File: src/sv/tcgr_pkg.sv
// Shared types, codes and helpers of the text console glyph renderer.
`default_nettype none

package tcgr_pkg;

    // Depth of the command queue between the front and back parts.
    localparam int QUEUE_DEPTH = 4;

    // Character codes handled by the cursor logic.
    localparam logic [7:0] CHAR_NL = 8'h0A;
    localparam logic [7:0] CHAR_CR = 8'h0D;

    // Input mode codes.
    localparam logic MODE_PRINT   = 1'b0;
    localparam logic MODE_FONT_WR = 1'b1;

    // Result kind codes.
    localparam logic KIND_DRAW   = 1'b0;
    localparam logic KIND_SCROLL = 1'b1;

    typedef enum logic [2:0] {
        CFG_ENABLE  = 3'd0,
        CFG_COLUMNS = 3'd1,
        CFG_ROWS    = 3'd2,
        CFG_FORE    = 3'd3,
        CFG_BACK    = 3'd4
    } t_cfg_idx;

    typedef enum logic [1:0] {
        CMD_FONT_WR = 2'd0,
        CMD_DRAW    = 2'd1,
        CMD_SCROLL  = 2'd2
    } t_cmd_op;

    typedef enum logic [1:0] {
        ST_IDLE   = 2'd0,
        ST_ROWS   = 2'd1,
        ST_SCROLL = 2'd2
    } t_back_state;

    typedef struct packed {
        logic        enable;
        logic [8:0]  columns;
        logic [8:0]  rows;
        logic [23:0] fore;
        logic [23:0] back;
    } t_cfg;

    // One classified request as it travels from the front to the back.
    typedef struct packed {
        t_cmd_op     op;
        logic [7:0]  code;
        logic [3:0]  font_row;
        logic [7:0]  font_bits;
        logic [7:0]  col;
        logic [7:0]  line;
        logic        scroll;
        logic [11:0] scroll_y;
    } t_cmd;

    typedef struct packed {
        logic full;
        logic empty;
    } t_q_status;

    // A geometry register of zero counts as one, anything above 256 as 256.
    function automatic logic [8:0] clamp_geom(input logic [8:0] v);
        logic [8:0] res;
        res = v;
        if (v == 9'd0) begin
            res = 9'd1;
        end else if (v > 9'd256) begin
            res = 9'd256;
        end
        return res;
    endfunction

endpackage

`default_nettype wire

File: src/sv/tcgr_queue.sv
// Short command queue between the front and back parts.
`default_nettype none

module tcgr_queue (
    input  logic                 i_clk,
    input  logic                 i_rst_n,
    input  logic                 i_push,
    input  tcgr_pkg::t_cmd       i_cmd,
    input  logic                 i_pop,
    output tcgr_pkg::t_cmd       o_cmd,
    output tcgr_pkg::t_q_status  o_stat
);
    import tcgr_pkg::*;

    localparam int PTR_W = $clog2(QUEUE_DEPTH);
    localparam int CNT_W = $clog2(QUEUE_DEPTH + 1);

    t_cmd             r_slots [QUEUE_DEPTH];
    logic [PTR_W-1:0] r_wr_ptr, r_rd_ptr;
    logic [CNT_W-1:0] r_count;

    assign o_cmd        = r_slots[r_rd_ptr];
    assign o_stat.full  = (r_count == CNT_W'(QUEUE_DEPTH));
    assign o_stat.empty = (r_count == '0);

    always_ff @(posedge i_clk) begin
        if (i_push) begin
            r_slots[r_wr_ptr] <= i_cmd;
        end
    end

    always_ff @(posedge i_clk) begin
        if (!i_rst_n) begin
            r_wr_ptr <= '0;
            r_rd_ptr <= '0;
            r_count  <= '0;
        end else begin
            if (i_push) begin
                r_wr_ptr <= (r_wr_ptr == PTR_W'(QUEUE_DEPTH - 1)) ? '0 : r_wr_ptr + 1'b1;
            end
            if (i_pop) begin
                r_rd_ptr <= (r_rd_ptr == PTR_W'(QUEUE_DEPTH - 1)) ? '0 : r_rd_ptr + 1'b1;
            end
            if (i_push && !i_pop) begin
                r_count <= r_count + 1'b1;
            end else if (!i_push && i_pop) begin
                r_count <= r_count - 1'b1;
            end
        end
    end

endmodule

`default_nettype wire

File: config.mk
export PLATFORM = sky130hd
export DESIGN_NAME = tcgr_queue
export DESIGN_NICKNAME = d
export VERILOG_FILES = /design/src/sv/tcgr_pkg.sv /design/src/sv/tcgr_queue.sv
export SDC_FILE = /design/constraint.sdc
export NUM_CORES = 1
export LEC_CHECK = 0
export ABC_AREA = 1
export BUFFER_PORTS_ARGS = -buffer_cell sky130_fd_sc_hd__buf_2
export CORE_AREA = 2 2 120 122
export CTS_BUF_LIST = sky130_fd_sc_hd__clkbuf_4
export DETAILED_ROUTE_END_ITERATION = 10
export DIE_AREA = 0 0 122 124
export PLACE_DENSITY = 0.81
export SYNTH_ARGS = -nofsm -noshare
export SYNTH_HDL_FRONTEND = slang
export SYNTH_SLANG_ARGS = --single-unit
File: constraint.sdc
create_clock -name i_clk -period 2.5 [get_ports i_clk]
set_input_delay 0.25 -clock i_clk [delete_from_list [all_inputs] [get_ports i_clk]]
set_output_delay 0.25 -clock i_clk [all_outputs]
set_load 0.01 [all_outputs]
=== Yosys cells after proc, flatten, opt, wreduce, memory -nomap -nowiden ===
Memory sizes are Yosys's and may differ from the RTL's. A register that Yosys moved wholly into a read port is not among the register bits.
Index checks and enable logic that the tools add are counted.

* $add $sub $neg: 4
* Equal/unequal tests: 3
* Multiplexer cells: 8
* Reductions and logical operators: 6

{| class="wikitable"
|+ Operators with widths
! operator !! count
|-
| $mux W2 || 4
|-
| $mux W3 || 2
|-
| $add A2 B1 Y2 const B || 2
|-
| $eq A2 B2 Y1 const B || 2
|-
| $add A3 B1 Y3 const B || 1
|-
| $eq A3 B3 Y1 const B || 1
|-
| $logic_not A3 Y1 || 1
|-
| $sub A3 B1 Y3 const B || 1
|-
| $logic_and A1 B1 Y1 || 2
|-
| $logic_not A1 Y1 || 2
|-
| $mux W1 || 2
|-
| $reduce_bool A2 Y1 || 1
|}

* Bits in registers: 7
* Bits in writable memories: 204
* Input bits: 55
* Output and inout port bits: 53
* Word-level logic and storage cells: 25
* Memories kept: 1

{| class="wikitable"
|+ Memories
! memory !! depth !! width !! read ports !! clocked after Yosys merged registers in !! wr ports !! RTL line !! text
|-
| r_slots || 4 || 51 || 1 || 1 || 1 || tcgr_queue.sv:18 || <nowiki>t_cmd r_slots [QUEUE_DEPTH];</nowiki>
|}

=== Depth between registers and ports, before layout ===
Gate-level depths: netlist of run 1.

* Word-level depth: 4
* Depth in mapped cells: 10
* Depth with buffers taken out: 10

=== Worst setup path before layout of run 1 ===
OpenSTA, ideal clock, no wires.

* Kind: reg-to-reg
* Start: register r_wr_ptr[0]
* End: memory r_slots[3][0] in the netlist's numbering, enable pin
* Setup time: 0.405 ns
* Data arrival time: 1.586 ns
* Data required time: 2.095 ns
* Setup slack: 0.509 ns
* Cell stages (with the launch flop): 4
* Buffers on the path: 0
* Period minus slack after synthesis: 1.991 ns
* Cells stage by stage: dfxtp_1 ha_1 nand2_1 inv_1

{| class="wikitable"
|+ RTL lines
! element !! RTL line !! text
|-
| start: declaration || tcgr_queue.sv:19 || <nowiki>logic [PTR_W-1:0] r_wr_ptr, r_rd_ptr;</nowiki>
|-
| start signal: assignment || tcgr_queue.sv:39 || <nowiki>r_wr_ptr <= (r_wr_ptr == PTR_W'(QUEUE_DEPTH - 1)) ? '0 : r_wr_ptr + 1'b1;</nowiki>
|-
| end: declaration || tcgr_queue.sv:18 ||
|}

Straight into the memory's write port.

==> flow_results.org, run 1 <==
** Synthesis
- The cell area that synthesis handed to floorplanning was 8060 um^2.
- Post-Synthesis Mean Instance Area :: 14.6 um^2
- Net count after synthesis :: 614
- Warnings, synthesis :: 0
- For this run, the register share of the synthesized area comes to 78.2%.
- Instance count of the mapped netlist :: 552
- The synthesized design contains 213 register bits.
- Number of distinct library cell variants in the gate-level netlist after synthesis :: 23

** Global routing
- Sum of overflow across all layers after global routing :: 0
- The number of antenna violations at the first check in global routing was 0.
- Entering global routing, the biggest net connects 65 pins.
- Via count of the first global-routing pass :: 5354
- The first global-routing pass estimated 26100 um of wire.
- Global routing used 22.7% of the available tracks across all layers.

** Route
- DRT Pass-1 Iters :: 5
- WL final :: 17400 um
- Mean routed wirelength per cell :: 18.1 um
- The detailed router placed 5433 vias in this run.
- Residual DRC count :: 0
- Once detail routing completed, the nets flagged for antenna violations numbered 0.
- DRC marker count from the first detailed-route iteration :: 479
- Post-DR vias/cell :: 5.64

** Pwr
- Share of power burned in the clock network :: 35.0%
- Switching power share of the total :: 23.8%
- Maximum vdd ir drop :: 0.559 mV
- For this design the static power due to leakage is 3.67 nW.
- PD cells :: 771 nW/um^2
- The internal portion of the total power is 5.84 mW.
- Combinational power share :: 11.2%
- Switching component of the power :: 1.82 mW
- Share of total power in sequential cells :: 53.9%

** Worst setup path
- The worst register-to-register path ends at r_slots[2][2]$_DFFE_PP_.
- STA classifies the critical path endpoint as a primary output.
- Critical path peak fanout :: 38
- The worst setup path is launched from a flip-flop.
- CP Data Required Time :: 2250 ps
- Reg2reg path depth :: 5
- The startpoint identified for the worst register-to-register timing path is r_wr_ptr[0]$_SDFFE_PN0P_.
- In this run the register-to-register setup slack is 760 ps.
- STA puts the critical path data arrival time at 2080 ps.
- Kind of critical path :: reg -> out

** Timing
- Max frequency :: 429 MHz
- The clock arrives with 23.9 ps of skew.
- Final count of negative-setup-slack endpoints :: 0
- Final hold violation count :: 0
- After layout, the minimum clock period comes to 2330 ps.
- Setup repair after global routing left no endpoint under its margin.
- For the final routed database, the setup TNS stands at 0 ps.
- Transition time at the pin with the least slew margin :: 621 ps
- Worst Hold Margin :: 403 ps
- Measured against its own limit, the worst slew margin works out to 58.6%.
- The final max-slew violation count is 0.
- Fin crit share :: 93.3%

** Clocking
- The tree built by TritonCTS fans out to 213 sinks.
- Number of H-tree levels :: 2
- PostCTS Resize Cnt :: 0
- The clock passes through at most 3 buffers.
- TritonCTS created 51 clock buffers.
- After clock tree synthesis, the clock-pin slew on the worst setup and hold paths is 70 ps.
- The root buffer cell chosen for the clock tree is clkbuf_4.
- TritonCTS built the clock tree.
- Source-to-sink clock delay at the later pin of the worst-skew pair :: 600 ps

** Floorplanning
- Area of the placeable core :: 13700 um^2
- The initial utilization of the core area, before any placement, comes to 58.8%.
- The die is 122 um wide.
- Die Outline Area :: 15100 um^2
- I/O Pins :: 108
- The die is 124 um tall.
- Placement row count :: 43

** Layout
- Once layout is complete, the utilization of the core stands at 72.4%.
- The post-route netlist has 26.8% of its cells at a drive strength greater than 1.
- At the end of the flow, the number of nets in the layout was 813.
- Area delta synth->final :: 23.2%
- Antenna diode count :: 0

** Place
- DPL Wire Length :: 9650 um
- Port Buffer Count :: 107
- At the end of routability-driven placement, the weighted congestion stood at 0.816.

** Worst hold path
- The path class of the tightest hold or removal check is in -> reg.
- In this run the most critical hold path is launched from i_cmd[28].
- For hold timing, the worst endpoint is r_slots[2][28]$_DFFE_PP_.
- Min-Delay Path Depth :: 2

** Run status
- Outcome :: finished, final reports clean

** Job
- Max-capacitance violation count :: 0
-- registers in the layout (all words and copies together) (netlist names), named ones only --
| signal | flops |
|---|---|
| r_slots | 204 |
| r_wr_ptr | 2 |
| r_count | 3 |
| r_rd_ptr | 2 |
-- power by group through the flow --
stage | combinational [mW] | sequential, mW | clock (mW)
final | 0.855 | 4.13 | 2.68
after global routing | 0.934 | 4.14 | 2.89
after CTS | 0.839 | 4.13 | 2.71
after detailed placement | 0.770 | 4.21 | 0
after global placement | 0.739 | 4.20 | 0
after floorplan | 0.465 | 4.19 | 0
-- worst max-delay path, stage by stage (launching register included) --
cell and delay [ps]:
dfxtp_4 530, clkinv_2 140, buf_4 280, o21ai_0 240, o22ai_1 130, buf_2 160
-- stage by stage --
step | instances | total power, mW | area [um^2] | worst slack [ps]
6_report | 963 | 7.66 | 9930 | 167
5_1_grt | 963 | 7.96 | 9930 | 70.7
4_1_cts | 962 | 7.69 | 9920 | 86.3
3_5_place_dp | 823 | 4.98 | 8760 | 739
3_3_place_gp | 823 | 4.94 | 8760 | 784
2_1_floorplan | 552 | 4.66 | 8060 | 509
-- Yosys cell counts --
cell | number | area, um^2
buf_6 | 11 | 124
inv_2 | 2 | 7.51
nor3_1 | 4 | 20.0
edfxtp_1 | 204 | 6130
nand4_1 | 1 | 6.26
ha_1 | 6 | 75.1
xor2_1 | 1 | 8.76
clkbuf_1 | 4 | 15.0
o22ai_1 | 51 | 319
buf_2 | 8 | 40.0
dfxtp_1 | 9 | 180
a21oi_1 | 3 | 15.0
nand2_1 | 8 | 30.0
nand3_1 | 1 | 5.00
clkbuf_2 | 2 | 10.0
o21ai_0 | 45 | 225
buf_4 | 5 | 37.5
o21ai_2 | 1 | 8.76
o21ai_1 | 59 | 295
nor2_1 | 110 | 413
fa_1 | 1 | 20.0
inv_1 | 14 | 52.6
clkbuf_8 | 2 | 27.5
-- per-layer routing --
metal	routed length, um	global-route usage, %
met1	7110	29.1
met2	8640	38.0
met3	1290	4.81
met4	376	9.99
met5	0	0
-- what timing repair did --
item	CTS	global route
setup endpoints to repair	0	18
setup buffers	0	1
hold buffers	54	0
endpoints found under the hold margin	213	0
-- kinds of logic after synthesis --
group,after synthesis,share of synthesized area [%]
fa+ha+maj,7,1.18
compound gates,159,10.7
flops,213,78.2
xor+xnor,1,0.109
simple gates,124,5.88
buf+inv,48,3.90
-- placed cells by master (no fill, tap or decap), types with 7 or more instances in the layout --
cell type      count
buf_2            107
buf_4             11
clkbuf_4          73
clkinv_1           8
dfxtp_1            7
dlygate4sd3_1     54
edfxtp_1         204
inv_1             10
nand2_1            8
nor2_1           110
o21ai_0           45
o21ai_1           59
o22ai_1           51
-- final cells by class --
cell class	instances	area [um^2]
clock buffer	73	548
clock inverter	12	73.8
fill	894	3780
inverter	16	61.3
multi-input combinational	291	1440
sequential	213	6310
tap	180	225
timing repair buffer	178	1270
-- worst max path at each step --
stage / startpoint / to / cells after the start
detailed placement: r_wr_ptr[0]$_SDFFE_PN0P_ / r_slots[3][29]$_DFFE_PP_ / 4
CTS: flip-flop / o_cmd[48] / 5
global placement: r_wr_ptr[0]$_SDFFE_PN0P_ / r_slots[2][28]$_DFFE_PP_ / 5
global route: flip-flop / o_cmd[40] / 4
finish: flip-flop / o_cmd[48] / 5
floorplan: r_wr_ptr[0]$_SDFFE_PN0P_ / r_slots[3][0]$_DFFE_PP_ / 3
No activity file was read; power rests on OpenSTA's default activity.
==> run 2, diff against run 1 <==
- clock period: 2.5 -> 2.4 ns (I/O delays scaled with it)
==> flow_results.org, run 2 (synthesis gave the netlist of run 1 again) <==
** Timing
- Relative slew slack :: 66.9% (was 58.6%)
- Max frequency :: 432 MHz
- The transition time at the pin with the least slew margin was 497 ps (was 621 ps).
- After layout, the minimum clock period comes to 2310 ps.
- Final count of pins violating max slew :: 0 (unchanged)
- Fin crit share :: 96.4%
- Final hold violation count :: 0 (unchanged)
- The worst clock skew came to 31.9 ps (was 23.9 ps).
- Final count of negative-setup-slack endpoints :: 0 (unchanged)

** Clocking
- The largest buffer count on any clock path was 3 (unchanged).
- The clock transition at the registers of the reported paths came to 80 ps (was 70 ps).
- Number of H-tree levels :: 2 (unchanged)
- Root Buffer Master :: clkbuf_4 (unchanged)
- CTS tree :: done (unchanged)
- The number of buffers created by CTS came to 51 (unchanged).
- The clock net sink count is 213 (unchanged).
- Source-to-sink clock delay at the later pin of the worst-skew pair :: 590 ps (was 600 ps)

** Layout
- Commonest non-fill, non-tap cells in the layout :: 204 x edfxtp_1, 110 x nor2_1, 107 x buf_2 (unchanged)
- Largest register by flop count :: r_slots (unchanged)
- Layout cells sized above 1 :: 26.0% (was 26.8%)
- The flip-flop count of the largest register after layout was 204 (unchanged).
- The fill cell total of the finished layout came to 877 (was 894).
- The final standard cell count with taps included and fillers excluded is 965 (was 963).
- FF/Latch Area :: 6310 um^2 (about the same)
- Total non-filler cell area in the finished layout :: 9920 um^2 (was 9930 um^2)
- Area taken by multi-input logic gates :: 1440 um^2 (unchanged)
- The final-stage net count came to 810 (was 813).
- Area delta synth->final :: 23.1% (was 23.2%)
- Regs by FF count :: r_slots: 204 flops, r_count: 3 flops (unchanged)
- The commonest non-fill, non-tap cell in the layout is edfxtp_1 (unchanged).

** Global routing
- The number of antenna violations at the first check in global routing came to 1 (was 0).
- The maximum number of pins on one net before global-route repair is 69 (was 65).
- Combined global-route utilization of all metal layers :: 22.8% (was 22.7%)
- The global-route wire length before repair is 26300 um (was 26100 um).
- Via count of the first global-routing pass :: 5436 (was 5354)
- Sum of overflow across all layers after global routing :: 0 (unchanged)

** Route
- The starting DRC count in detailed routing is 510 (was 479).
- The antenna violation net count after detailed routing was 0 (unchanged).
- The per-cell via count in the routed design was 5.56 (was 5.64).
- DRT Pass-1 Iters :: 5 (unchanged)
- Via count :: 5361 (was 5433)
- Residual DRC count :: 0 (unchanged)
- Mean routed wirelength per cell :: 17.9 um (was 18.1 um)
- The routed wire length came to 17300 um (was 17400 um).

** Pwr
- PD cells :: 795 nW/um^2 (was 771 nW/um^2)
- Switching component of the power :: 1.89 mW (was 1.82 mW)
- LEAKAGE :: 3.65 nW (was 3.67 nW)
- The highest ir drop seen on vdd is 0.394 mV (was 0.559 mV).
- The sequential cell fraction of total power came to 54.6% (was 53.9%).
- The proportion of total power due to net switching was 24.0% (was 23.8%).
- The internal power is 6.00 mW (was 5.84 mW).
- The relative contribution of combinational cells to total power came to 11.2% (about the same).
- Share of power burned in the clock network :: 34.2% (was 35.0%)

** Place
- The placed wire-length estimate was 9330 um (was 9650 um).
- Cells after DPL :: 819 (was 823)
- Instance area after placement :: 8740 um^2 (was 8760 um^2)
- Placer Congestion :: 0.781 (was 0.816)
- Port Buffer Count :: 107 (unchanged)

** Floorplanning
- The initial core utilization came to 58.8% (unchanged).
- Horiz. Die Dim :: 122 um (unchanged)
- Die Y :: 124 um (unchanged)
- The area inside the core boundary is 13700 um^2 (unchanged).
- Die Outline Area :: 15100 um^2 (unchanged)
- The I/O pin count is 108 (unchanged).
- The cell row count is 43 (unchanged).

** Worst setup path
- Reg2Reg Launch Point :: r_wr_ptr[0]$_SDFFE_PN0P_ (unchanged)
- The arrival time at the worst endpoint came to 2070 ps (was 2080 ps).
- Worst reg2reg endpoint :: r_slots[2][40]$_DFFE_PP_ (was r_slots[2][2]$_DFFE_PP_)
- Critical path peak fanout :: 30 (was 38)
- Internal reg-to-reg setup slack :: 830 ps (was 760 ps)
- The kind of critical path is reg -> out (unchanged).
- The sort of element at the start of the critical path is a flip-flop (unchanged).
- The end point of the critical path is o_cmd[0] (was o_cmd[48]).
- Crit end category :: primary output (unchanged)
- The worst path required time came to 2160 ps (was 2250 ps).
- The number of cells on the worst reg-to-reg path came to 5 (unchanged).

** Worst hold path
- Path type of the worst min-delay path :: in -> reg (unchanged)

** Job
- Max-capacitance violation count :: 0 (unchanged)

** Run status
- Outcome :: finished, final reports clean (unchanged)
==> run 2: critical path: stages, from the launching register on <==
cell     delay (ps)
dfxtp_4         530
buf_4           380
o21ai_0         170
o22ai_1         220
buf_2           170
==> run 2: layer usage <==
metal,global-route usage (%),vias up,wire [um]
met3,4.81,29,1080
met1,27.8,2611,6920
met2,39.7,231,8940
li1,-,2490,-
met5,0,-,0
met4,9.70,0,333
==> run 2: power groups by stage <==
| stage | clock network [mW] | registers [mW] | logic (mW) |
|---|---|---|---|
| floorplan | 0 | 4.37 | 0.484 |
| global placement | 0 | 4.39 | 0.760 |
| detailed placement | 0 | 4.39 | 0.790 |
| CTS | 2.74 | 4.31 | 0.875 |
| global route | 2.95 | 4.32 | 0.967 |
| finish | 2.70 | 4.31 | 0.885 |
==> run 2: worst min path at each step <==
stage	startpoint	to	slack [ps]	cells after the start
global placement	i_cmd[26]	r_slots[3][26]$_DFFE_PP_	450	1
detailed placement	i_cmd[44]	r_slots[0][44]$_DFFE_PP_	460	1
finish	i_cmd[37]	r_slots[0][37]$_DFFE_PP_	400	2
floorplan	i_cmd[0]	r_slots[0][0]$_DFFE_PP_	340	0
CTS	i_cmd[4]	r_slots[1][4]$_DFFE_PP_	360	2
global route	i_cmd[45]	r_slots[0][45]$_DFFE_PP_	370	2
==> run 2: cell type report <==
type | instances | area share (%)
antenna | 1 | 0.0252
tap | 180 | 2.27
multi-input combinational | 291 | 14.5
inverter | 16 | 0.643
clock buffer | 74 | 5.60
clock inverter | 15 | 0.567
timing repair buffer | 175 | 12.7
sequential | 213 | 63.6
==> run 2: repair_timing <==
item                                    4_1_cts  5_1_grt
endpoints found under the setup margin        8        4
resized for setup                             1        2
endpoints found under the hold margin       209        0
hold buffers                                 54        0
setup buffers                                 1        1
cloned                                        0        0
==> run 2: metrics by stage <==
stage	hold WS [ps]	TNS [ps]	setup slack, ps	power (mW)	util (%)
CTS	357	0	71.9	7.92	72.2
global route	374	-5.97	-5.97	8.23	72.3
floorplan	339	0	409	4.85	-
detailed placement	456	0	594	5.18	63.7
finish	404	0	87.1	7.89	72.3
global placement	449	0	611	5.15	63.7
