<file path="config.mk">
export PLATFORM = sky130hd
export DESIGN_NAME = tcgr_front_flat
export DESIGN_NICKNAME = d
export VERILOG_FILES = /design/src/sv/tcgr_pkg.sv /design/src/sv/tcgr_if.sv /design/src/sv/tcgr_front.sv /design/src/flat_wrapper.sv
export SDC_FILE = /design/constraint.sdc
export NUM_CORES = 1
export LEC_CHECK = 0
export ABC_AREA = 0
export BUFFER_PORTS_ARGS = -buffer_cell sky130_fd_sc_hd__buf_2
export CAP_MARGIN = 10
export CORE_MARGIN = 2
export CORE_UTILIZATION = 43
export DETAILED_ROUTE_END_ITERATION = 8
export PLACE_DENSITY = 0.84
export SYNTH_ARGS = -nofsm -noshare
export SYNTH_HDL_FRONTEND = slang
export SYNTH_SLANG_ARGS = --single-unit
</file>
<file path="constraint.sdc">
create_clock -name i_clk -period 8.6 [get_ports i_clk]
set_clock_uncertainty 0.2 [all_clocks]
set_input_delay 1.29 -clock i_clk [delete_from_list [all_inputs] [get_ports i_clk]]
set_output_delay 1.29 -clock i_clk [all_outputs]
set_load 0.01 [all_outputs]
</file>
<file path="src/sv/tcgr_pkg.sv">
// Shared types, codes and helpers of the text console glyph renderer.
`default_nettype none

package tcgr_pkg;

    // Depth of the command queue between the front and back parts.
    localparam int QUEUE_DEPTH = 4;

    // Character codes handled by the cursor logic.
    localparam logic [7:0] CHAR_NL = 8'h0A;
    localparam logic [7:0] CHAR_CR = 8'h0D;

    // Input mode codes.
    localparam logic MODE_PRINT   = 1'b0;
    localparam logic MODE_FONT_WR = 1'b1;

    // Result kind codes.
    localparam logic KIND_DRAW   = 1'b0;
    localparam logic KIND_SCROLL = 1'b1;

    typedef enum logic [2:0] {
        CFG_ENABLE  = 3'd0,
        CFG_COLUMNS = 3'd1,
        CFG_ROWS    = 3'd2,
        CFG_FORE    = 3'd3,
        CFG_BACK    = 3'd4
    } t_cfg_idx;

    typedef enum logic [1:0] {
        CMD_FONT_WR = 2'd0,
        CMD_DRAW    = 2'd1,
        CMD_SCROLL  = 2'd2
    } t_cmd_op;

    typedef enum logic [1:0] {
        ST_IDLE   = 2'd0,
        ST_ROWS   = 2'd1,
        ST_SCROLL = 2'd2
    } t_back_state;

    typedef struct packed {
        logic        enable;
        logic [8:0]  columns;
        logic [8:0]  rows;
        logic [23:0] fore;
        logic [23:0] back;
    } t_cfg;

    // One classified request as it travels from the front to the back.
    typedef struct packed {
        t_cmd_op     op;
        logic [7:0]  code;
        logic [3:0]  font_row;
        logic [7:0]  font_bits;
        logic [7:0]  col;
        logic [7:0]  line;
        logic        scroll;
        logic [11:0] scroll_y;
    } t_cmd;

    typedef struct packed {
        logic full;
        logic empty;
    } t_q_status;

    // A geometry register of zero counts as one, anything above 256 as 256.
    function automatic logic [8:0] clamp_geom(input logic [8:0] v);
        logic [8:0] res;
        res = v;
        if (v == 9'd0) begin
            res = 9'd1;
        end else if (v > 9'd256) begin
            res = 9'd256;
        end
        return res;
    endfunction

endpackage

`default_nettype wire

</file>
<file path="src/sv/tcgr_if.sv">
// Handshake channel interfaces of the text console glyph renderer.
`default_nettype none

interface tcgr_in_if;
    logic       valid;
    logic       ready;
    logic       mode;
    logic [7:0] char_code;
    logic [3:0] font_row;
    logic [7:0] font_bits;

    modport source(output valid, mode, char_code, font_row, font_bits, input ready);
    modport sink(input valid, mode, char_code, font_row, font_bits, output ready);
endinterface


`default_nettype wire

</file>
<file path="src/sv/tcgr_front.sv">
// Front part: accepts requests, moves the cursor and queues the work to do.
`default_nettype none

module tcgr_front #(
    parameter int GLYPH_HEIGHT = 16,
    parameter int FONT_CHARS   = 256
) (
    input  logic                 i_clk,
    input  logic                 i_rst_n,
    tcgr_in_if.sink              i_req,
    input  tcgr_pkg::t_cfg       i_cfg,
    input  tcgr_pkg::t_q_status  i_q_stat,
    output logic                 o_push,
    output tcgr_pkg::t_cmd       o_cmd
);
    import tcgr_pkg::*;

    logic [7:0] r_cur_col, n_cur_col;
    logic [7:0] r_cur_row, n_cur_row;

    logic       accept;
    logic [8:0] cols, rows;
    logic [7:0] rows_m1;
    logic       is_nl, is_cr, is_glyph;
    logic [8:0] col9, line9;
    logic       wrap;
    logic [9:0] line10;
    logic       scroll;
    logic [7:0] moved_col, moved_row;
    logic       font_ok;

    assign i_req.ready = !i_q_stat.full;
    assign accept      = i_req.valid && i_req.ready;

    always_comb begin
        cols     = clamp_geom(i_cfg.columns);
        rows     = clamp_geom(i_cfg.rows);
        rows_m1  = 8'(rows - 9'd1);
        is_nl    = (i_req.char_code == CHAR_NL);
        is_cr    = (i_req.char_code == CHAR_CR);
        is_glyph = !is_nl && !is_cr;
        col9     = is_glyph ? ({1'b0, r_cur_col} + 9'd1) : 9'd0;
        line9    = is_nl ? ({1'b0, r_cur_row} + 9'd1) : {1'b0, r_cur_row};
        wrap     = (col9 >= cols);
        line10   = {1'b0, line9} + {9'd0, wrap};
        scroll   = (line10 >= {1'b0, rows});
        moved_row = scroll ? rows_m1 : line10[7:0];
        moved_col = wrap ? 8'd0 : col9[7:0];
        font_ok  = ({1'b0, i_req.char_code} < 9'(FONT_CHARS))
                   && (6'(i_req.font_row) < 6'(GLYPH_HEIGHT));

        o_cmd.op        = is_glyph ? CMD_DRAW : CMD_SCROLL;
        o_cmd.code      = i_req.char_code;
        o_cmd.font_row  = i_req.font_row;
        o_cmd.font_bits = i_req.font_bits;
        o_cmd.col       = r_cur_col;
        o_cmd.line      = r_cur_row;
        o_cmd.scroll    = scroll;
        o_cmd.scroll_y  = 12'(int'(rows_m1) * GLYPH_HEIGHT);

        o_push    = 1'b0;
        n_cur_col = r_cur_col;
        n_cur_row = r_cur_row;
        if (accept) begin
            if (i_req.mode == MODE_FONT_WR) begin
                o_cmd.op = CMD_FONT_WR;
                o_push   = font_ok;
            end else if (i_cfg.enable) begin
                n_cur_col = moved_col;
                n_cur_row = moved_row;
                o_push    = is_glyph || scroll;
            end
        end
    end

    always_ff @(posedge i_clk) begin
        if (!i_rst_n) begin
            r_cur_col <= 8'd0;
            r_cur_row <= 8'd0;
        end else begin
            r_cur_col <= n_cur_col;
            r_cur_row <= n_cur_row;
        end
    end

endmodule

`default_nettype wire

</file>
<file path="src/flat_wrapper.sv">
// flat-port wrapper written by rule: the top's interface ports become plain ports
module tcgr_front_flat import tcgr_pkg::*;
#(
    parameter int GLYPH_HEIGHT = 16,
    parameter int FONT_CHARS   = 256
)
  (i_clk, i_rst_n, i_cfg, i_q_stat, o_push, o_cmd, i_req_valid, i_req_mode, i_req_char_code, i_req_font_row, i_req_font_bits, i_req_ready);
  tcgr_in_if i_req_i ();
  input  logic i_clk;
  input  logic i_rst_n;
  input  tcgr_pkg::t_cfg i_cfg;
  input  tcgr_pkg::t_q_status i_q_stat;
  output logic o_push;
  output tcgr_pkg::t_cmd o_cmd;
  input wire logic [$bits(i_req_i.valid)-1:0] i_req_valid;
  input wire logic [$bits(i_req_i.mode)-1:0] i_req_mode;
  input wire logic [$bits(i_req_i.char_code)-1:0] i_req_char_code;
  input wire logic [$bits(i_req_i.font_row)-1:0] i_req_font_row;
  input wire logic [$bits(i_req_i.font_bits)-1:0] i_req_font_bits;
  output wire logic [$bits(i_req_i.ready)-1:0] i_req_ready;
  assign i_req_i.valid = i_req_valid;
  assign i_req_i.mode = i_req_mode;
  assign i_req_i.char_code = i_req_char_code;
  assign i_req_i.font_row = i_req_font_row;
  assign i_req_i.font_bits = i_req_font_bits;
  assign i_req_ready = i_req_i.ready;
  tcgr_front #(.GLYPH_HEIGHT(GLYPH_HEIGHT), .FONT_CHARS(FONT_CHARS)) u_core (.i_clk(i_clk), .i_rst_n(i_rst_n), .i_req(i_req_i), .i_cfg(i_cfg), .i_q_stat(i_q_stat), .o_push(o_push), .o_cmd(o_cmd));
endmodule
</file>
-- After elaboration in Yosys (flattened, before gate mapping)
Cells that the tools add are included.
- bits in registers: 16
- add/subtract/negate cells: 4
- magnitude comparators: 4
- equal/unequal tests: 2
- mux-type cells: 14
- bitwise gates (word level): 1
- reduce and logical (&&, ||, !) cells: 9
- operators with widths (kind ; number):
    $mux W9 ; 6
    $add A8 B1 Y9 const B ; 2
    $gt A9 B9 Y1 const B ; 2
    $logic_not A9 Y1 ; 2
    $eq A8 B4 Y1 const B ; 2
    $mux W8 ; 2
    $add A9 B1 Y10 ; 1
    $ge A10 B9 Y1 ; 1
    $ge A9 B9 Y1 ; 1
    $sub A8 B1 Y8 const B ; 1
    $mux W2 ; 3
    $logic_not A1 Y1 ; 3
    $mux W1 ; 3
    $reduce_and A3 Y1 ; 1
    $logic_and A1 B1 Y1 ; 2
    $logic_or A1 B1 Y1 ; 1
    $not A1 Y1 ; 1

-- Depth between registers and ports, before layout
Gate-level depths: netlist (run 1).
- depth in word-level cells: 11
- gate-level depth with buffers: 23
- gate-level depth less buffers: 23

-- Worst setup path after synthesis (run 1)
Ideal clock, no wire load.
- path type: input-to-output
- start: input i_req_char_code[5]
- end: output o_push
- arrival time: 5.820 ns
- data required time: 7.110 ns
- path slack: 1.290 ns
- stages on the path: 22
- buffers on the path: 1
- path through: nor4_1 > nand2_1 > nor2_1 > clkbuf_1 > nor2_1 > ha_1 > a21o_1 > a21o_1 > a221oi_1 > o21ai_1 > ha_1 > ha_1 > xor2_1 > xnor2_1 > inv_1 > ha_1 > a21oi_1 > o21ai_1 > a41oi_1 > o21a_1 > a21boi_0 > o21a_1
- cells in the longest elaborated chain, start to end: 11
- elaborated cells on any way between the ends: 14
- classes of those cells: add/sub (1); order compare (2); eq/ne (2); mux (5); reduce/logical (4)
- RTL lines (element ; RTL line ; RTL):
    start: declaration ; flat_wrapper.sv:17 ; input wire logic [$bits(i_req_i.char_code)-1:0] i_req_char_code;
    $eq A8 B4 Y1 (on tied branches) ; tcgr_front.sv:39, tcgr_front.sv:40 ;
    $logic_not A1 Y1 ; tcgr_front.sv:41 ; is_glyph = !is_nl && !is_cr;
    $logic_and A1 B1 Y1 ; tcgr_front.sv:41 ;
    $mux W9 ; tcgr_front.sv:42 ; col9 = is_glyph ? ({1'b0, r_cur_col} + 9'd1) : 9'd0;
    $ge A9 B9 Y1 ; tcgr_front.sv:44 ; wrap = (col9 >= cols);
    $add A9 B1 Y10 ; tcgr_front.sv:45 ; line10 = {1'b0, line9} + {9'd0, wrap};
    $ge A10 B9 Y1 ; tcgr_front.sv:46 ; scroll = (line10 >= {1'b0, rows});
    $logic_or A1 B1 Y1 * ; tcgr_front.sv:71 ; o_push = is_glyph || scroll;
    $mux W1 * ; tcgr_front.sv:68 ; end else if (i_cfg.enable) begin
    $mux W1 * ; tcgr_front.sv:65 ; if (i_req.mode == MODE_FONT_WR) begin
    $mux W1 * ; tcgr_front.sv:64 ; if (accept) begin
    end: declaration ; flat_wrapper.sv:13 ; output logic o_push;
Mark *: on every way between the ends. The rest lies on a longest branch, timed or not.

-- Worst setup path in the final report (run 1)
Same ends and word-level chain as after synthesis.

==> metrics.yaml, run 1 <==
cap_viol_max_count: 0
cts_buffers: 3
cp.required_ns: 7.11
syn-cell-area_um2: 2148
layout.area.seq_um2: 320.3
ant_nets: 0
multi_input_comb_area_um2: 1553
worst-path-buf-inv: 4
routed_wl_um: 5619
first_global_vias: 1995
rsz0062_at_grt: "false"
worst-path-max-fanout: 18
area_growth_pct: 12.11
cts_max_path_buffers: 2
overflow: 0
syn_inst: 282
cp_common_cell: "ha_1"
maxSlewViolCount: 0
crit_family: "compound AO/OA/AOI/OAI gates"
cts_resized: 0
synthArstFlopShare_pct: 0
finalCritPeriodShare_pct: 91.19
layoutNonFillerInstCount: 389
synth_area_leaders: "dfxtp_1, ha_1, buf_4"
synth_flop_cell: "dfxtp_1"
peakVddDrop_v: 0.00009647
vias: 2213
tightest_slew_ns: 0.7558
drive_gt1_share_pct: 24.84
insertion_delay_ns: 0.25
max-slew-margin-rel_pct: 49.43
antenna_cells: 0
grt_pass1_wl_um: 9025
hold_path_class: "reg2reg"
synthDistinctLibCells: 59
finalHoldViolCount: 0
power_uw: 199.5
setup_ws_ns: 0.7577
dieArea_um2: 5577
rows: 25
ys_seq_area_share_pct: 14.91
fin_setup_tns_ns: 0
synth_edf_count: 0
ys_ff_latch: 16
grt_max_degree: 19
dp_cells: 385
place_hpwl_um: 4551
drt_iter0_drc: 143
fp.dieH_um: 74.68
cp_cell_sequence: "buf_2, nor4_1, nand2_1, nor2_1, buf_4, nor2_1, ha_1, a21o_1, a21o_1, a221oi_1, o21ai_1, ha_1, ha_1, xor2_1, xnor2_1, inv_1, ha_1, a21oi_1, o21ai_1, a41oi_1, o21a_1, a21boi_0, o21a_1, buf_2"
post-cts-setup-buffers: 0
cts_max_level: 1
drc_errors: 0
initial_core_util_pct: 44.89
status: "finished clean"
io_buffers: 68
io_pins: 146
dp_slack_ns: 0.7967
critPathCaptureType: "primary output"
wl_per_cell_um: 14.44
via_per_inst: 5.689
cts_tree: "yes"
cts_sinks: 16
dr.pass1.iters: 4
power_leakage_uw: 0.001178
synth_area_leader_cell: "dfxtp_1"
ys_warn_count: 0
path_clk_slew_ns: 0.06
crit_type: "in2out"
max_stage_delay_ns: 0.42
ff2ff_setup_slack_ns: 2.70
antenna_found_initial: 0
period_minus_slack_ns: 7.842
powerDensity_nw_per_um2: 82.83
core_um2: 4786
arrival_ns: 6.35
gp_congestion: 0.8366
cts_root_buf: "clkbuf_8"
nFillCells: 483
track_usage_pct: 20.33
setup_violations: 0
yosys.area.top_type_share_pct: 14.91
cts_hold_buf: 0
chipWidth_um: 74.68
syn_avg_cell_area_um2: 7.618
nets: 439
crit_path_start_kind: "input pin"
fmax_ghz: 0.1275
crit_path_top_delay_cell: "nor4_1"
## layout make-up
| cell class | count | area share, % |
|---|---|---|
| Sequential cell | 16 | 13.30 |
| Inverter | 13 | 2.026 |
| Timing Repair Buffer | 69 | 14.44 |
| Tap cell | 67 | 3.481 |
| Multi-Input combinational cell | 220 | 64.47 |
| Clock buffer | 4 | 2.286 |
## cells by family (layout without fill, tap and decap cells)
group / after synthesis / in the layout / share of synthesized area [%]
simple gates: 106 / 106 / 26.44
compound gates: 59 / 59 / 19.74
buf+inv: 49 / 86 / 13.34
xor+xnor: 25 / 25 / 10.54
fa+ha+maj: 23 / 23 / 13.40
flops: 16 / 16 / 14.91
mux: 3 / 3 / 1.456
other cells: 1 / 4 / 0.1746
## layer usage
layer / part of all wire [%] / global-route usage, % / vias up
li1: - / - / 1082
met1: 43 / 26.78 / 1028
met2: 49 / 34.41 / 87
met3: 5.7 / 2.945 / 16
met4: 2.5 / 6.349 / 0
met5: 0 / 0 / -
## per-stage QoR
| step | area, um^2 | utilization (%) | hold slack [ns] |
|---|---|---|---|
| after floorplan | 2160 | - | 0.3101 |
| after global placement | 2354 | 49.18 | 0.2953 |
| after detailed placement | 2354 | 49.18 | 0.3001 |
| after CTS | 2409 | 50.33 | 0.3097 |
| after global routing | 2409 | 50.33 | 0.3338 |
| final | 2409 | 50.33 | 0.3068 |
## Yosys cell counts (7+ instances only)
master	n
a21o_1	8
nand2_1	35
nor4_1	9
clkbuf_1	8
buf_4	25
xor2_1	13
inv_1	12
dfxtp_1	16
xnor2_1	11
a21oi_1	13
ha_1	23
o41ai_1	7
nor2_1	20
nand3_1	7
## placed cells by master, fill, tap and decap left out, types with 8 or more instances in the layout
cell type	instances
nand2_1	35
buf_2	68
inv_1	12
a21o_1	8
xnor2_1	11
dfxtp_1	16
xor2_1	13
ha_1	23
a21oi_1	13
nor2_1	20
nor4_1	9
## sequential cells by signal (all words and copies together) (netlist names)
register,flops
u_core.r_cur_col,8
u_core.r_cur_row,8
## worst paths after layout
path,from,end,cells after the start
worst max-delay path,i_req_char_code[5],o_push,24
worst max register to register,u_core.r_cur_col[0]$_SDFFE_PN0P_,u_core.r_cur_row[6]$_SDFFE_PN0P_,23
worst min-delay path,u_core.r_cur_col[7]$_SDFFE_PN0P_,u_core.r_cur_col[7]$_SDFFE_PN0P_,2
worst min register to register,u_core.r_cur_col[7]$_SDFFE_PN0P_,u_core.r_cur_col[7]$_SDFFE_PN0P_,2
## worst register-to-register path: stages, from the launching register on
cell and delay, ns:
dfxtp_1 0.41, ha_1 0.22, nand3_1 0.13, nor2_1 0.19
xnor2_1 0.17, nor2_1 0.09, ha_1 0.31, a21o_1 0.18
a21o_1 0.17, a221oi_1 0.27, o21ai_1 0.30, ha_1 0.33
ha_1 0.23, xor2_1 0.16, xnor2_1 0.28, inv_1 0.08
ha_1 0.31, a21oi_1 0.13, o21ai_1 0.10, a41oi_1 0.36
o21a_1 0.32, inv_1 0.19, or4_1 0.51, and3_1 0.18
## power breakdown
group / internal, uW / switching, uW
sequential: 74.8 / 1.48
combinational: 22.6 / 33.7
clock: 40.7 / 26.3
total: 138 / 61.5
Note: power is estimated with default switching activity, not from simulation.
==> run 2: changes to the inputs <==
Settings changed: CORE_ASPECT_RATIO from default to 1.4.
==> metrics.yaml, run 2 (same netlist as run 1, synthesis figures left out) <==
powerDensity_nw_per_um2: 83.00
gp_congestion: 0.8530
cts_sinks: 16
final_common_cell: "buf_2"
vias: 2156
dr.pass1.iters: 4
comb_power_share_pct: 27.6
layoutNonFillerInstCount: 386
fp.dieH_um: 87.63
worst-path-max-fanout: 18
dp_cells: 382
insertion_delay_ns: 0.25
place_hpwl_um: 4359
io_pins: 146
max-slew-margin-rel_pct: 44.33
drc_errors: 0
chipWidth_um: 63.74
io_buffers: 68
p_sw_uw: 61.69
ant_nets: 0
maxSlewViolCount: 0
rsz0062_at_grt: "false"
post-cts-setup-buffers: 0
cts_resized: 0
grt_pass1_wl_um: 8783
status: "finished clean"
power_leakage_uw: 0.001178
area_growth_pct: 11.94
antenna_cells: 0
setup_violations: 0
period_minus_slack_ns: 7.842
cp.required_ns: 7.11
cts_buffers: 3
p_clk_share_pct: 34.2
rows: 30
routed_wl_um: 5371
cap_viol_max_count: 0
cts_root_buf: "clkbuf_8"
first_global_vias: 2049
critPathCaptureType: "primary output"
switching_share_pct: 30.91
cts_tree: "yes"
cts_hold_buf: 0
final_cell_mix: "buf_2, nand2_1, ha_1, nor2_1, dfxtp_1"
drive_gt1_share_pct: 24.84
finalHoldViolCount: 0
hold_path_class: "reg2reg"
p_seq_share_pct: 38.2
crit_type: "in2out"
overflow: 0
nets: 439
grt_max_degree: 19
reg_top3: "u_core.r_cur_col: 8 flops, u_core.r_cur_row: 8 flops"
crit_path_start_kind: "input pin"
cts_max_level: 1
dieArea_um2: 5585
track_usage_pct: 19.19
internal-power_uw: 137.9
via_per_inst: 5.585
ff2ff_setup_slack_ns: 2.76
power_uw: 199.6
initial_core_util_pct: 44.37
finalCritPeriodShare_pct: 91.19
drt_iter0_drc: 90
cts_max_path_buffers: 2
peakVddDrop_v: 0.00003328
path_clk_slew_ns: 0.06
wl_per_cell_um: 13.91
core_um2: 4842
fmax_ghz: 0.1275
antenna_found_initial: 0
arrival_ns: 6.35
tightest_slew_ns: 0.8320
fin_setup_tns_ns: 0
## run 2: power groups by stage
stage,clock network [uW],logic [uW],registers (uW)
floorplan,0,42.3,77.4
global route,72.3,61.4,76.3
CTS,69.1,55.1,76.2
finish,68.4,55.1,76.2
global placement,0,53.5,77.8
detailed placement,0,54.7,77.8
## run 2: path summary, 6_finish.rpt
kind                                    start                               end  depth (start not counted)
max                        i_req_char_code[5]                            o_push                         24
min          u_core.r_cur_col[1]$_SDFFE_PN0P_  u_core.r_cur_col[1]$_SDFFE_PN0P_                          2
max reg2reg  u_core.r_cur_col[0]$_SDFFE_PN0P_  u_core.r_cur_row[6]$_SDFFE_PN0P_                         23
min reg2reg  u_core.r_cur_col[1]$_SDFFE_PN0P_  u_core.r_cur_col[1]$_SDFFE_PN0P_                          2
## run 2: layout make-up
type / instances / area (um^2)
clock buffers: 4 / 55.05
repair buffers: 69 / 347.8
well taps: 64 / 80.08
inverters: 13 / 48.80
multi-input cells: 220 / 1553
fillers: 461 / 2437
flip-flops and latches: 16 / 320.3
## run 2: metrics by stage
stage	hold WS, ns	utilization [%]	cell area (um^2)	worst slack [ns]
finish	0.3085	49.66	2405	0.7580
global route	0.3353	49.66	2405	0.2885
CTS	0.3111	49.66	2405	0.7677
detailed placement	0.3016	48.53	2350	0.8227
global placement	0.2930	48.53	2350	0.8966
floorplan	0.3101	-	2160	1.290
## run 2: metal layers
metal	GRT usage, %	up-vias	wire length, um
met2	36.27	64	2739
li1	-	1073	-
met4	9.486	0	104
met1	21.88	1010	2350
met3	0.8997	9	176
met5	0	-	0
## run 2: worst max-delay path, cell delays in order
cell	delay [ns]
buf_2	0.11
nor4_1	0.42
nand2_1	0.14
nor2_1	0.12
buf_4	0.22
nor2_1	0.07
ha_1	0.31
a21o_1	0.19
a21o_1	0.17
a221oi_1	0.26
o21ai_1	0.30
ha_1	0.32
ha_1	0.23
xor2_1	0.15
xnor2_1	0.29
inv_1	0.08
ha_1	0.31
a21oi_1	0.16
o21ai_1	0.08
a41oi_1	0.33
o21a_1	0.35
a21boi_0	0.14
o21a_1	0.17
buf_2	0.13
